===== config.mk =====
export PLATFORM = sky130hd
export DESIGN_NAME = accel_motion_event_detector
export DESIGN_NICKNAME = d
export VERILOG_FILES = /design/src/hw/rtl/amed_pkg.sv /design/src/hw/rtl/amed_cfg_regs.sv /design/src/hw/rtl/amed_mag.sv /design/src/hw/rtl/amed_detect.sv /design/src/hw/rtl/accel_motion_event_detector.sv
export SDC_FILE = /design/constraint.sdc
export NUM_CORES = 2
export LEC_CHECK = 0
export BUFFER_PORTS_ARGS = -buffer_cell sky130_fd_sc_hd__buf_2
export CORE_MARGIN = 8
export CORE_UTILIZATION = 35
export DETAILED_ROUTE_END_ITERATION = 8
export GPL_TIMING_DRIVEN = 0
export HOLD_SLACK_MARGIN = 0.02
export PLACE_DENSITY = 0.5
export RECOVER_POWER = 50
export SLEW_MARGIN = 10
export SYNTH_ARGS = -nofsm -noshare
export SYNTH_HDL_FRONTEND = slang
export SYNTH_SLANG_ARGS = --single-unit

===== constraint.sdc =====
create_clock -name clk -period 9.4 [get_ports clk]
set_input_delay 1.88 -clock clk [delete_from_list [all_inputs] [get_ports clk]]
set_output_delay 1.88 -clock clk [all_outputs]
set_load 0.02 [all_outputs]

===== src/hw/rtl/amed_pkg.sv =====
`timescale 1ns / 1ps

package amed_pkg;

	// Input item: one sample or a clear of the daily count
	typedef struct packed {
		logic               cmd;
		logic signed [15:0] accel_x;
		logic signed [15:0] accel_y;
		logic signed [15:0] accel_z;
		logic [31:0]        time_ms;
	} sample_t;

	// Result item
	typedef struct packed {
		logic        step_seen;
		logic [31:0] daily_steps;
		logic [31:0] all_steps;
		logic        double_tap;
		logic        wrist_raised;
	} result_t;

	// Command codes
	localparam logic CMD_SAMPLE = 1'b0;
	localparam logic CMD_CLEAR  = 1'b1;

	// Configuration register indexes
	localparam int CFG_IDX_W = 3;
	typedef enum logic [CFG_IDX_W-1:0] {
		CFG_STEP_TH   = 3'd0,
		CFG_STEP_MIN  = 3'd1,
		CFG_TAP_TH    = 3'd2,
		CFG_TAP_WIN   = 3'd3,
		CFG_RAISE_X   = 3'd4,
		CFG_RAISE_Z   = 3'd5
	} cfg_idx_t;

	// Configuration register set
	typedef struct packed {
		logic [31:0]        step_threshold_sq;
		logic [15:0]        step_holdoff;
		logic [31:0]        tap_threshold_sq;
		logic [15:0]        tap_window;
		logic signed [15:0] raise_x_min;
		logic signed [15:0] raise_z_limit;
	} cfg_t;

	// Reset values: (1.15 g)^2, 300 ms, (2 g)^2, 400 ms, 0.5 g, 0.3 g
	localparam logic [31:0]        RST_STEP_TH  = 32'd355005891;
	localparam logic [15:0]        RST_STEP_MIN = 16'd300;
	localparam logic [31:0]        RST_TAP_TH   = 32'd1073741824;
	localparam logic [15:0]        RST_TAP_WIN  = 16'd400;
	localparam logic signed [15:0] RST_RAISE_X  = 16'sd8192;
	localparam logic signed [15:0] RST_RAISE_Z  = 16'sd4916;

	// Magnitude stage output toward the detectors
	typedef struct packed {
		logic        cmd;
		logic [31:0] m2;
		logic        raised;
	} mag_t;

endpackage


===== src/hw/rtl/amed_cfg_regs.sv =====
`timescale 1ns / 1ps

module amed_cfg_regs (
	input  logic                              clk,
	input  logic                              arst_n,
	input  logic                              cfg_valid,
	input  logic [amed_pkg::CFG_IDX_W-1:0]    cfg_index,
	input  logic [31:0]                       cfg_data,
	output amed_pkg::cfg_t                    cfg
);

	// Register file; indexes past the list are dropped
	always_ff @(posedge clk or negedge arst_n) begin
		if (!arst_n) begin
			cfg.step_threshold_sq <= amed_pkg::RST_STEP_TH;
			cfg.step_holdoff      <= amed_pkg::RST_STEP_MIN;
			cfg.tap_threshold_sq  <= amed_pkg::RST_TAP_TH;
			cfg.tap_window        <= amed_pkg::RST_TAP_WIN;
			cfg.raise_x_min       <= amed_pkg::RST_RAISE_X;
			cfg.raise_z_limit     <= amed_pkg::RST_RAISE_Z;
		end else if (cfg_valid) begin
			case (cfg_index)
				amed_pkg::CFG_STEP_TH:  cfg.step_threshold_sq <= cfg_data;
				amed_pkg::CFG_STEP_MIN: cfg.step_holdoff      <= cfg_data[15:0];
				amed_pkg::CFG_TAP_TH:   cfg.tap_threshold_sq  <= cfg_data;
				amed_pkg::CFG_TAP_WIN:  cfg.tap_window        <= cfg_data[15:0];
				amed_pkg::CFG_RAISE_X:  cfg.raise_x_min       <= $signed(cfg_data[15:0]);
				amed_pkg::CFG_RAISE_Z:  cfg.raise_z_limit     <= $signed(cfg_data[15:0]);
				default: ;
			endcase
		end
	end

endmodule


===== src/hw/rtl/amed_mag.sv =====
`timescale 1ns / 1ps

module amed_mag #(
	parameter int TIME_WIDTH = 32
) (
	input  logic                    clk,
	input  logic                    arst_n,
	input  logic                    sample_valid,
	output logic                    sample_stall,
	input  amed_pkg::sample_t       sample,
	input  amed_pkg::cfg_t          cfg,
	output logic                    mag_valid,
	input  logic                    mag_ready,
	output amed_pkg::mag_t          mag,
	output logic [TIME_WIDTH-1:0]   now_s3
);

	logic                    v_s1, v_s2, v_s3;
	logic                    rdy_s1, rdy_s2, rdy_s3;

	logic                    cmd_s1;
	logic signed [15:0]      x_s1, y_s1, z_s1;
	logic [TIME_WIDTH-1:0]   now_s1;

	logic                    cmd_s2;
	logic [30:0]             sqx_s2, sqy_s2, sqz_s2;
	logic                    raised_s2;
	logic [TIME_WIDTH-1:0]   now_s2;

	logic                    cmd_s3;
	logic [31:0]             m2_s3;
	logic                    raised_s3;

	logic signed [31:0]      px, py, pz;

	// Stage ready chain: a stage takes data when empty or draining
	assign rdy_s3       = !v_s3 || mag_ready;
	assign rdy_s2       = !v_s2 || rdy_s3;
	assign rdy_s1       = !v_s1 || rdy_s2;
	assign sample_stall = !rdy_s1;

	// Stage valid bits
	always_ff @(posedge clk or negedge arst_n) begin
		if (!arst_n) begin
			v_s1 <= 1'b0;
			v_s2 <= 1'b0;
			v_s3 <= 1'b0;
		end else begin
			if (rdy_s1) v_s1 <= sample_valid;
			if (rdy_s2) v_s2 <= v_s1;
			if (rdy_s3) v_s3 <= v_s2;
		end
	end

	// Stage 1: input register, time masked to TIME_WIDTH
	always_ff @(posedge clk) begin
		if (sample_valid && rdy_s1) begin
			cmd_s1 <= sample.cmd;
			x_s1   <= sample.accel_x;
			y_s1   <= sample.accel_y;
			z_s1   <= sample.accel_z;
			now_s1 <= TIME_WIDTH'(sample.time_ms);
		end
	end

	// Stage 2: per-axis squares and the wrist raise compare
	assign px = x_s1 * x_s1;
	assign py = y_s1 * y_s1;
	assign pz = z_s1 * z_s1;

	always_ff @(posedge clk) begin
		if (v_s1 && rdy_s2) begin
			cmd_s2    <= cmd_s1;
			sqx_s2    <= px[30:0];
			sqy_s2    <= py[30:0];
			sqz_s2    <= pz[30:0];
			raised_s2 <= (x_s1 > cfg.raise_x_min) && (z_s1 < cfg.raise_z_limit);
			now_s2    <= now_s1;
		end
	end

	// Stage 3: squared magnitude, at most 3 * 2^30
	always_ff @(posedge clk) begin
		if (v_s2 && rdy_s3) begin
			cmd_s3    <= cmd_s2;
			m2_s3     <= 32'(sqx_s2) + 32'(sqy_s2) + 32'(sqz_s2);
			raised_s3 <= raised_s2;
			now_s3    <= now_s2;
		end
	end

	assign mag_valid  = v_s3;
	assign mag.cmd    = cmd_s3;
	assign mag.m2     = m2_s3;
	assign mag.raised = raised_s3;

endmodule


===== src/hw/rtl/amed_detect.sv =====
`timescale 1ns / 1ps

module amed_detect #(
	parameter int TIME_WIDTH  = 32,
	parameter int COUNT_WIDTH = 32
) (
	input  logic                    clk,
	input  logic                    arst_n,
	input  amed_pkg::cfg_t          cfg,
	input  logic                    mag_valid,
	output logic                    mag_ready,
	input  amed_pkg::mag_t          mag,
	input  logic [TIME_WIDTH-1:0]   now_s3,
	output logic                    result_valid,
	input  logic                    result_stall,
	output amed_pkg::result_t       result
);

	// Detector state
	logic                    below_q;
	logic [TIME_WIDTH-1:0]   last_step_q;
	logic [COUNT_WIDTH-1:0]  daily_q;
	logic [COUNT_WIDTH-1:0]  total_q;
	logic [TIME_WIDTH-1:0]   last_tap_q;
	logic                    tap_pend_q;
	logic                    res_valid_q;
	amed_pkg::result_t       res_q;

	logic                    is_clear;
	logic                    below;
	logic [TIME_WIDTH-1:0]   dt_step;
	logic [TIME_WIDTH-1:0]   dt_tap;
	logic                    step_hit;
	logic                    spike;
	logic                    dtap_hit;
	logic                    take;
	logic [COUNT_WIDTH-1:0]  daily_nx;
	logic [COUNT_WIDTH-1:0]  total_nx;

	assign mag_ready = !res_valid_q || !result_stall;
	assign take      = mag_valid && mag_ready;

	// Crossing, interval and tap window decisions
	always_comb begin
		is_clear = (mag.cmd == amed_pkg::CMD_CLEAR);
		below    = mag.m2 < cfg.step_threshold_sq;
		dt_step  = now_s3 - last_step_q;
		dt_tap   = now_s3 - last_tap_q;
		step_hit = !is_clear && below_q && !below &&
			(dt_step > TIME_WIDTH'(cfg.step_holdoff));
		spike    = !is_clear && (mag.m2 > cfg.tap_threshold_sq);
		dtap_hit = spike && tap_pend_q && (dt_tap < TIME_WIDTH'(cfg.tap_window));
		if (is_clear) begin
			daily_nx = '0;
		end else if (step_hit) begin
			daily_nx = daily_q + 1'b1;
		end else begin
			daily_nx = daily_q;
		end
		total_nx = step_hit ? total_q + 1'b1 : total_q;
	end

	// State update, once per transferred item
	always_ff @(posedge clk or negedge arst_n) begin
		if (!arst_n) begin
			below_q     <= 1'b1;
			last_step_q <= '0;
			daily_q     <= '0;
			total_q     <= '0;
			last_tap_q  <= '0;
			tap_pend_q  <= 1'b0;
		end else if (take) begin
			daily_q <= daily_nx;
			total_q <= total_nx;
			if (!is_clear) begin
				below_q <= below;
			end
			if (step_hit) begin
				last_step_q <= now_s3;
			end
			// Completing tap clears pending and keeps the first tap time
			if (dtap_hit) begin
				tap_pend_q <= 1'b0;
			end else if (spike) begin
				tap_pend_q <= 1'b1;
				last_tap_q <= now_s3;
			end
		end
	end

	// Output register
	always_ff @(posedge clk or negedge arst_n) begin
		if (!arst_n) begin
			res_valid_q <= 1'b0;
		end else if (mag_ready) begin
			res_valid_q <= mag_valid;
		end
	end

	always_ff @(posedge clk) begin
		if (take) begin
			res_q.step_seen    <= step_hit;
			res_q.daily_steps  <= 32'(daily_nx);
			res_q.all_steps    <= 32'(total_nx);
			res_q.double_tap   <= dtap_hit;
			res_q.wrist_raised <= !is_clear && mag.raised;
		end
	end

	assign result_valid = res_valid_q;
	assign result       = res_q;

endmodule


===== src/hw/rtl/accel_motion_event_detector.sv =====
`timescale 1ns / 1ps
// Channel   Handshake                 Payload
// sample    sample_valid/_stall       sample_t: cmd, accel_x/y/z, time_ms
// result    result_valid/_stall       result_t: step and tap flags, counts
// cfg       cfg_valid/cfg_ready       cfg_index, cfg_data
//
// One item per cycle sustained while result_stall is low; each item passes the
// input register, square stage, magnitude stage and output reg in that order.
// The detector state updates in the last stage as the result is registered.
// arst_n clears stage valid bits, detector state and config to reset values.
// A stalled result holds the output register; upstream stages keep filling
// until they are full, then sample_stall rises. cfg_ready is always high.

module accel_motion_event_detector #(
	parameter int TIME_WIDTH  = 32,
	parameter int COUNT_WIDTH = 32
) (
	input  logic                            clk,
	input  logic                            arst_n,
	input  logic                            sample_valid,
	output logic                            sample_stall,
	input  amed_pkg::sample_t               sample,
	output logic                            result_valid,
	input  logic                            result_stall,
	output amed_pkg::result_t               result,
	input  logic                            cfg_valid,
	output logic                            cfg_ready,
	input  logic [amed_pkg::CFG_IDX_W-1:0]  cfg_index,
	input  logic [31:0]                     cfg_data
);

	amed_pkg::cfg_t          cfg;
	amed_pkg::mag_t          mag;
	logic                    mag_valid;
	logic                    mag_ready;
	logic [TIME_WIDTH-1:0]   now_s3;

	assign cfg_ready = 1'b1;

	amed_cfg_regs u_cfg (
		.clk       (clk),
		.arst_n    (arst_n),
		.cfg_valid (cfg_valid),
		.cfg_index (cfg_index),
		.cfg_data  (cfg_data),
		.cfg       (cfg)
	);

	amed_mag #(
		.TIME_WIDTH (TIME_WIDTH)
	) u_mag (
		.clk          (clk),
		.arst_n       (arst_n),
		.sample_valid (sample_valid),
		.sample_stall (sample_stall),
		.sample       (sample),
		.cfg          (cfg),
		.mag_valid    (mag_valid),
		.mag_ready    (mag_ready),
		.mag          (mag),
		.now_s3       (now_s3)
	);

	amed_detect #(
		.TIME_WIDTH  (TIME_WIDTH),
		.COUNT_WIDTH (COUNT_WIDTH)
	) u_detect (
		.clk          (clk),
		.arst_n       (arst_n),
		.cfg          (cfg),
		.mag_valid    (mag_valid),
		.mag_ready    (mag_ready),
		.mag          (mag),
		.now_s3       (now_s3),
		.result_valid (result_valid),
		.result_stall (result_stall),
		.result       (result)
	);

endmodule


* Yosys cells after proc, flatten, opt, wreduce, memory -nomap -nowiden
Index checks and enable logic that the tools add are counted.
Storage, ports and cells: bits in registers 603, input port bits 121, output and inout port bits 70, word-level logic and storage cells 99
Cells by class: add/subtract/negate cells 6, multipliers 3, magnitude comparators 6, eq/ne operators 5, multiplexer cells 5, bitwise logic cells 2, reductions and logical operators 36
Operators by type and width (number):
- $mux W32 | 3
- $mul A16 B16 Y31 | 3
- $add A32 B1 Y32 const B | 2
- $sub A32 B32 Y32 | 2
- $add A31 B31 Y32 | 1
- $add A32 B31 Y32 | 1
- $gt A32 B16 Y1 | 1
- $gt A32 B32 Y1 | 1
- $lt A32 B16 Y1 | 1
- $lt A32 B32 Y1 | 1
- $reduce_and A2 Y1 | 9
- $gt A16 B16 Y1 | 1
- $lt A16 B16 Y1 | 1
- $logic_and A1 B1 Y1 | 12
- $logic_not A1 Y1 | 8
- $eq A3 B2 Y1 const B | 2
- $eq A3 B3 Y1 const B | 2
- $logic_or A1 B1 Y1 | 4
- $eq A3 B1 Y1 const B | 1
- $logic_not A3 Y1 | 1
- $reduce_and A3 Y1 | 1
- $mux W1 | 2
- $not A1 Y1 | 2
- $reduce_bool A2 Y1 | 1

* Longest topological paths before layout
word-level depth 6, mapped depth 27, depth with buffers taken out 25

* Hierarchy
From an unflattened synthesis, not the netlist that was laid out.
Unflattened totals: cell total of the unflattened synthesis 5543, area, all modules 57594.0 um^2
Modules (own cells, without submodules):
- amed_mag | instances 1, cells an instance 3546, area each 37323.3 um^2, sequential area each 8212.9 um^2
- amed_detect | instances 1, cells an instance 1719, area each 15110.7 um^2, sequential area each 5291.3 um^2
- amed_cfg_regs | instances 1, cells an instance 276, area each 5148.7 um^2, sequential area each 3240.6 um^2
- accel_motion_event_detector | instances 1, cells an instance 2, area each 11.3 um^2, sequential area each 0.0 um^2

* Worst setup path after synthesis
No wires, ideal clock.
path type register to register, from reg u_mag.y_s1[1], to reg u_mag.sqy_s2[27] (data pin), library setup time 0.259 ns, arrival 6.402 ns, required time 9.141 ns, slack 2.739 ns, stages on the path, launching flop included 25, path buffers 2, clock period less this slack 6.661 ns, path through edfxtp_1 -> clkbuf_1 -> clkbuf_1 -> nand2_1 -> fa_1 -> fa_1 -> fa_1 -> inv_1 -> fa_1 -> fa_1 -> inv_1 -> fa_1 -> inv_1 -> ha_1 -> a21o_1 -> a21oi_1 -> o21ai_0 -> a221o_1 -> a21oi_1 -> o21ai_0 -> o211a_1 -> o21a_1 -> or3_1 -> a31o_2 -> xor2_1
Between the ends: longest elaborated chain between the ends 1
Ends and longest elaborated chain:
- start, declared | RTL line amed_mag.sv:22 | logic signed [15:0] x_s1, y_s1, z_s1;
- start signal, assigned | RTL line amed_mag.sv:60 | y_s1 <= sample.accel_y;
- $mul A16 B16 Y31 | RTL line amed_mag.sv:68 | assign py = y_s1 * y_s1;
- net u_mag.py[27] | RTL line amed_mag.sv:34 | logic signed [31:0] px, py, pz;
- end signal, assigned | RTL line amed_mag.sv:75 | sqy_s2 <= py[30:0];
- end, declared | RTL line amed_mag.sv:26 | logic [30:0] sqx_s2, sqy_s2, sqz_s2;
The timed path passes the listed nets, and every way through them passes these cells. A chain may end at the register's enable or synchronous reset.

* Final worst setup path
from reg u_mag.z_s1[15], to reg u_mag.sqz_s2[29] (data pin)
Between the ends: longest elaborated chain between the ends 1
Ends and longest elaborated chain:
- start, declared | RTL line amed_mag.sv:22
- start signal, assigned | RTL line amed_mag.sv:61 | z_s1 <= sample.accel_z;
- $mul A16 B16 Y31 | RTL line amed_mag.sv:69 | assign pz = z_s1 * z_s1;
- net u_mag.pz[29] | RTL line amed_mag.sv:34
- end signal, assigned | RTL line amed_mag.sv:76 | sqz_s2 <= pz[30:0];
- end, declared | RTL line amed_mag.sv:26
The timed path passes the listed nets, and every way through them passes these cells.

==> results.json <==
{
  "grt_pass1_vias": 42500,
  "crit_slowest_cell": "fa_1",
  "wirelength_microns": 156000,
  "synth_top_family_by_area": "adder cells",
  "core_region_area_sq_mm": 0.163,
  "rrSetupSlack_ns": 1.06,
  "yosys_warnings": 0,
  "final-setup-viol-count": 0,
  "drv_cap": 8,
  "clock_path_buffers": 3,
  "drive_above_1_share_pct": 8.71,
  "seq_area_frac_synth_pct": 29.1,
  "cts.clk_slew.worst_paths_ns": 0.06,
  "synth.most_common_cell": "inv_1",
  "synth_edf_count": 338,
  "endpoint_kind": "flop",
  "die_w_microns": 421,
  "cts_tree": "done",
  "grtUsageTotal_pct": 17.5,
  "clkSinkCount": 600,
  "vias": 39900,
  "worstPathArrival_ns": 8.75,
  "netlist.top_cell.by_area": "fa_1",
  "postLayoutCoreUtil_pct": 39.2,
  "slew_violations": 436,
  "drt-initial-drc-count": 2378,
  "clk-insertion-delay-late_ns": 0.69,
  "cp-start-kind": "flop",
  "synth_area_sq_mm": 0.0575,
  "synth_area_leaders": "fa_1 (25%), edfxtp_1 (18%), ha_1 (10%)",
  "reg2regPathDepth": 22,
  "min_period_over_period_pct": 88.7,
  "synth_fa_ha_area_share_pct": 35.4,
  "hold_depth": 0,
  "ant_nets": 0,
  "cts_resized": 0,
  "rows": 148,
  "grt_pass1_wl_microns": 247000,
  "worstHoldPathType": "flop to flop",
  "rsz0062_at_grt": "false",
  "ys_ff_latch": 600,
  "start_util_pct": 35.3,
  "die_h_microns": 421,
  "antenna_found_initial": 19,
  "nets": 7246,
  "synth_ff_type": "edfxtp_1",
  "muxShareOfSynthArea_pct": 2.42,
  "place.detailed.hpwl_microns": 126000,
  "grt_start_max_net_pins": 96,
  "path_cells": "clkbuf_1 -> inv_1 -> buf_1 -> nor2_1 -> fa_1 -> inv_1 -> fa_1 -> inv_1 -> fa_1 -> fa_1 -> fa_1 -> inv_1 -> fa_1 -> inv_1 -> ha_1 -> or3_1 -> or3_1 -> a211oi_1 -> o311ai_0 -> a21oi_1 -> o21bai_1 -> xor2_1",
  "post_cts_buffers": 0,
  "status": "finished with violations",
  "synth_compound_area_share_pct": 8.81,
  "syn2layout_area_growth_pct": 11.2,
  "fmax_mhz": 120,
  "worst_path_largest_cell_delay_ns": 0.70,
  "htree_levels": 3,
  "syn_avg_cell_area_sq_um": 10.2,
  "synth_xor_area_share_pct": 3.81,
  "gr-total-overflow": 0,
  "synthArstFlopShare_pct": 43.7,
  "violations": "max-capacitance violations, max-slew violations",
  "io_pins": 191,
  "hold_ws_ns": 0.407,
  "routed_via_density": 4.88,
  "wl_per_cell_microns": 19.1,
  "synthSimpleGateAreaFrac_pct": 11.5,
  "synth_cell_types": 92,
  "tightest_slew_ns": 5.13,
  "syn_inst": 5654,
  "relSlewSlack_pct": -242,
  "hold_buffers": 0,
  "period_minus_slack_ns": 8.34,
  "clock-skew-final_ns": 0.0382,
  "synthTopCellsByCount": "inv_1 (1189), fa_1 (720), nand2_1 (486)",
  "die_area_sq_mm": 0.177,
  "worstPathRequired_ns": 9.81,
  "place_congestion": 0.878,
  "port_buffers": 188,
  "fin_tns_setup_ns": 0,
  "numCtsBuffers": 76,
  "synth_top_area_share_pct": 25.1,
  "cts.root.buffer_cell": "clkbuf_16",
  "first_pass_iters": 6,
  "drc": 0,
  "finalHoldViolCount": 0,
  "crit_fanout": 10,
  "path_class": "flop to flop",
  "cp_common_cell": "fa_1"
}
-- layer usage --
metal	GRT usage [%]	part of all wire (%)	up-vias
met5	0	0	-
met4	4.55	2.9	0
met3	2.18	3.6	213
met2	30.5	49	728
met1	23.1	44	20100
li1	-	-	18900
-- worst paths after layout --
path,end,start
setup / recovery,u_mag.sqz_s2[29],u_mag.z_s1[15]
hold / removal,u_mag.now_s3[19],u_mag.now_s2[19]
setup reg to reg,u_mag.sqz_s2[29],u_mag.z_s1[15]
hold reg to reg,u_mag.now_s3[19],u_mag.now_s2[19]
max in group asynchronous,u_detect.total_q[23],arst_n
min in group asynchronous,u_detect.last_tap_q[18],arst_n
-- final cells by class --
type / instances / area (sq um)
clock buffer: 103 / 2140
inverter: 1192 / 4470
timing repair buffer: 199 / 1040
tap: 2175 / 2720
antenna: 6 / 15.0
clock inverter: 38 / 514
multi-input combinational: 3697 / 35600
sequential: 600 / 16700
fill: 16300 / 99100
buffer: 167 / 678
-- cells by family (layout without fill, tap and decap cells) --
logic type | Yosys count | after routing
buffers and inverters | 1359 | 1699
other | 2 | 10
AO/OA/AOI/OAI | 770 | 770
XOR/XNOR | 250 | 250
adder cells (fa/ha/maj) | 1192 | 1192
multiplexers | 114 | 114
flip-flops | 600 | 600
AND/OR/NAND/NOR | 1367 | 1367
-- worst max-delay path: cells and delay by family, from the launching register on --
family          cells  cell delay, ns
fa+ha+maj           7            3.52
buf+inv             7            1.57
compound gates      4            1.20
simple gates        3            0.88
flops               1            0.51
xor+xnor            1            0.39
-- layout by cell type (no fill, tap or decap), drive strengths merged, types with 20 or more instances in the layout --
| cell type | count |
|---|---|
| xor2 | 95 |
| nand2b | 37 |
| ha | 472 |
| or3 | 29 |
| nand3 | 110 |
| o211ai | 22 |
| nand2 | 486 |
| o21a | 36 |
| or2 | 36 |
| a31oi | 20 |
| buf | 201 |
| nor2b | 43 |
| a21oi | 168 |
| clkbuf | 268 |
| a21o | 102 |
| xnor2 | 155 |
| nor3 | 83 |
| nor4 | 22 |
| edfxtp | 338 |
| inv | 1193 |
| o311ai | 43 |
| clkinv | 24 |
| o21ai | 213 |
| and2 | 124 |
| mux2 | 110 |
| dfstp | 31 |
| o21bai | 23 |
| dfrtp | 231 |
| nor2 | 247 |
| and3 | 47 |
| fa | 720 |
| nand4 | 55 |
-- metrics by stage --
stage / instance area, sq um / std cells / setup slack, ns
after detailed placement: 61400 / 8030 / 1.08
after floorplan: 57500 / 5656 / 2.74
after CTS: 64100 / 8171 / 1.02
after global placement: 61100 / 8019 / 0.976
after global routing: 63900 / 8174 / 0.490
final: 63900 / 8177 / 1.06
-- registers in the layout, summed over array words and instances, names as in the netlist, 16 cells and up --
signal and cells:
u_mag.now_s2 32, u_cfg.cfg 128, u_mag.now_s3 32, u_mag.z_s1 16
u_mag.m2_s3 32, u_detect.last_tap_q 32, u_detect.daily_q 32, u_mag.sqy_s2 30
u_mag.sqz_s2 30, u_mag.now_s1 32, u_detect.result 67, u_detect.last_step_q 32
u_mag.sqx_s2 30, u_mag.x_s1 16, u_mag.y_s1 16, u_detect.total_q 32
Power is left out: the tool's default activity adds up to more than one toggle a clock period on the data nets, which glitch-free logic cannot reach.
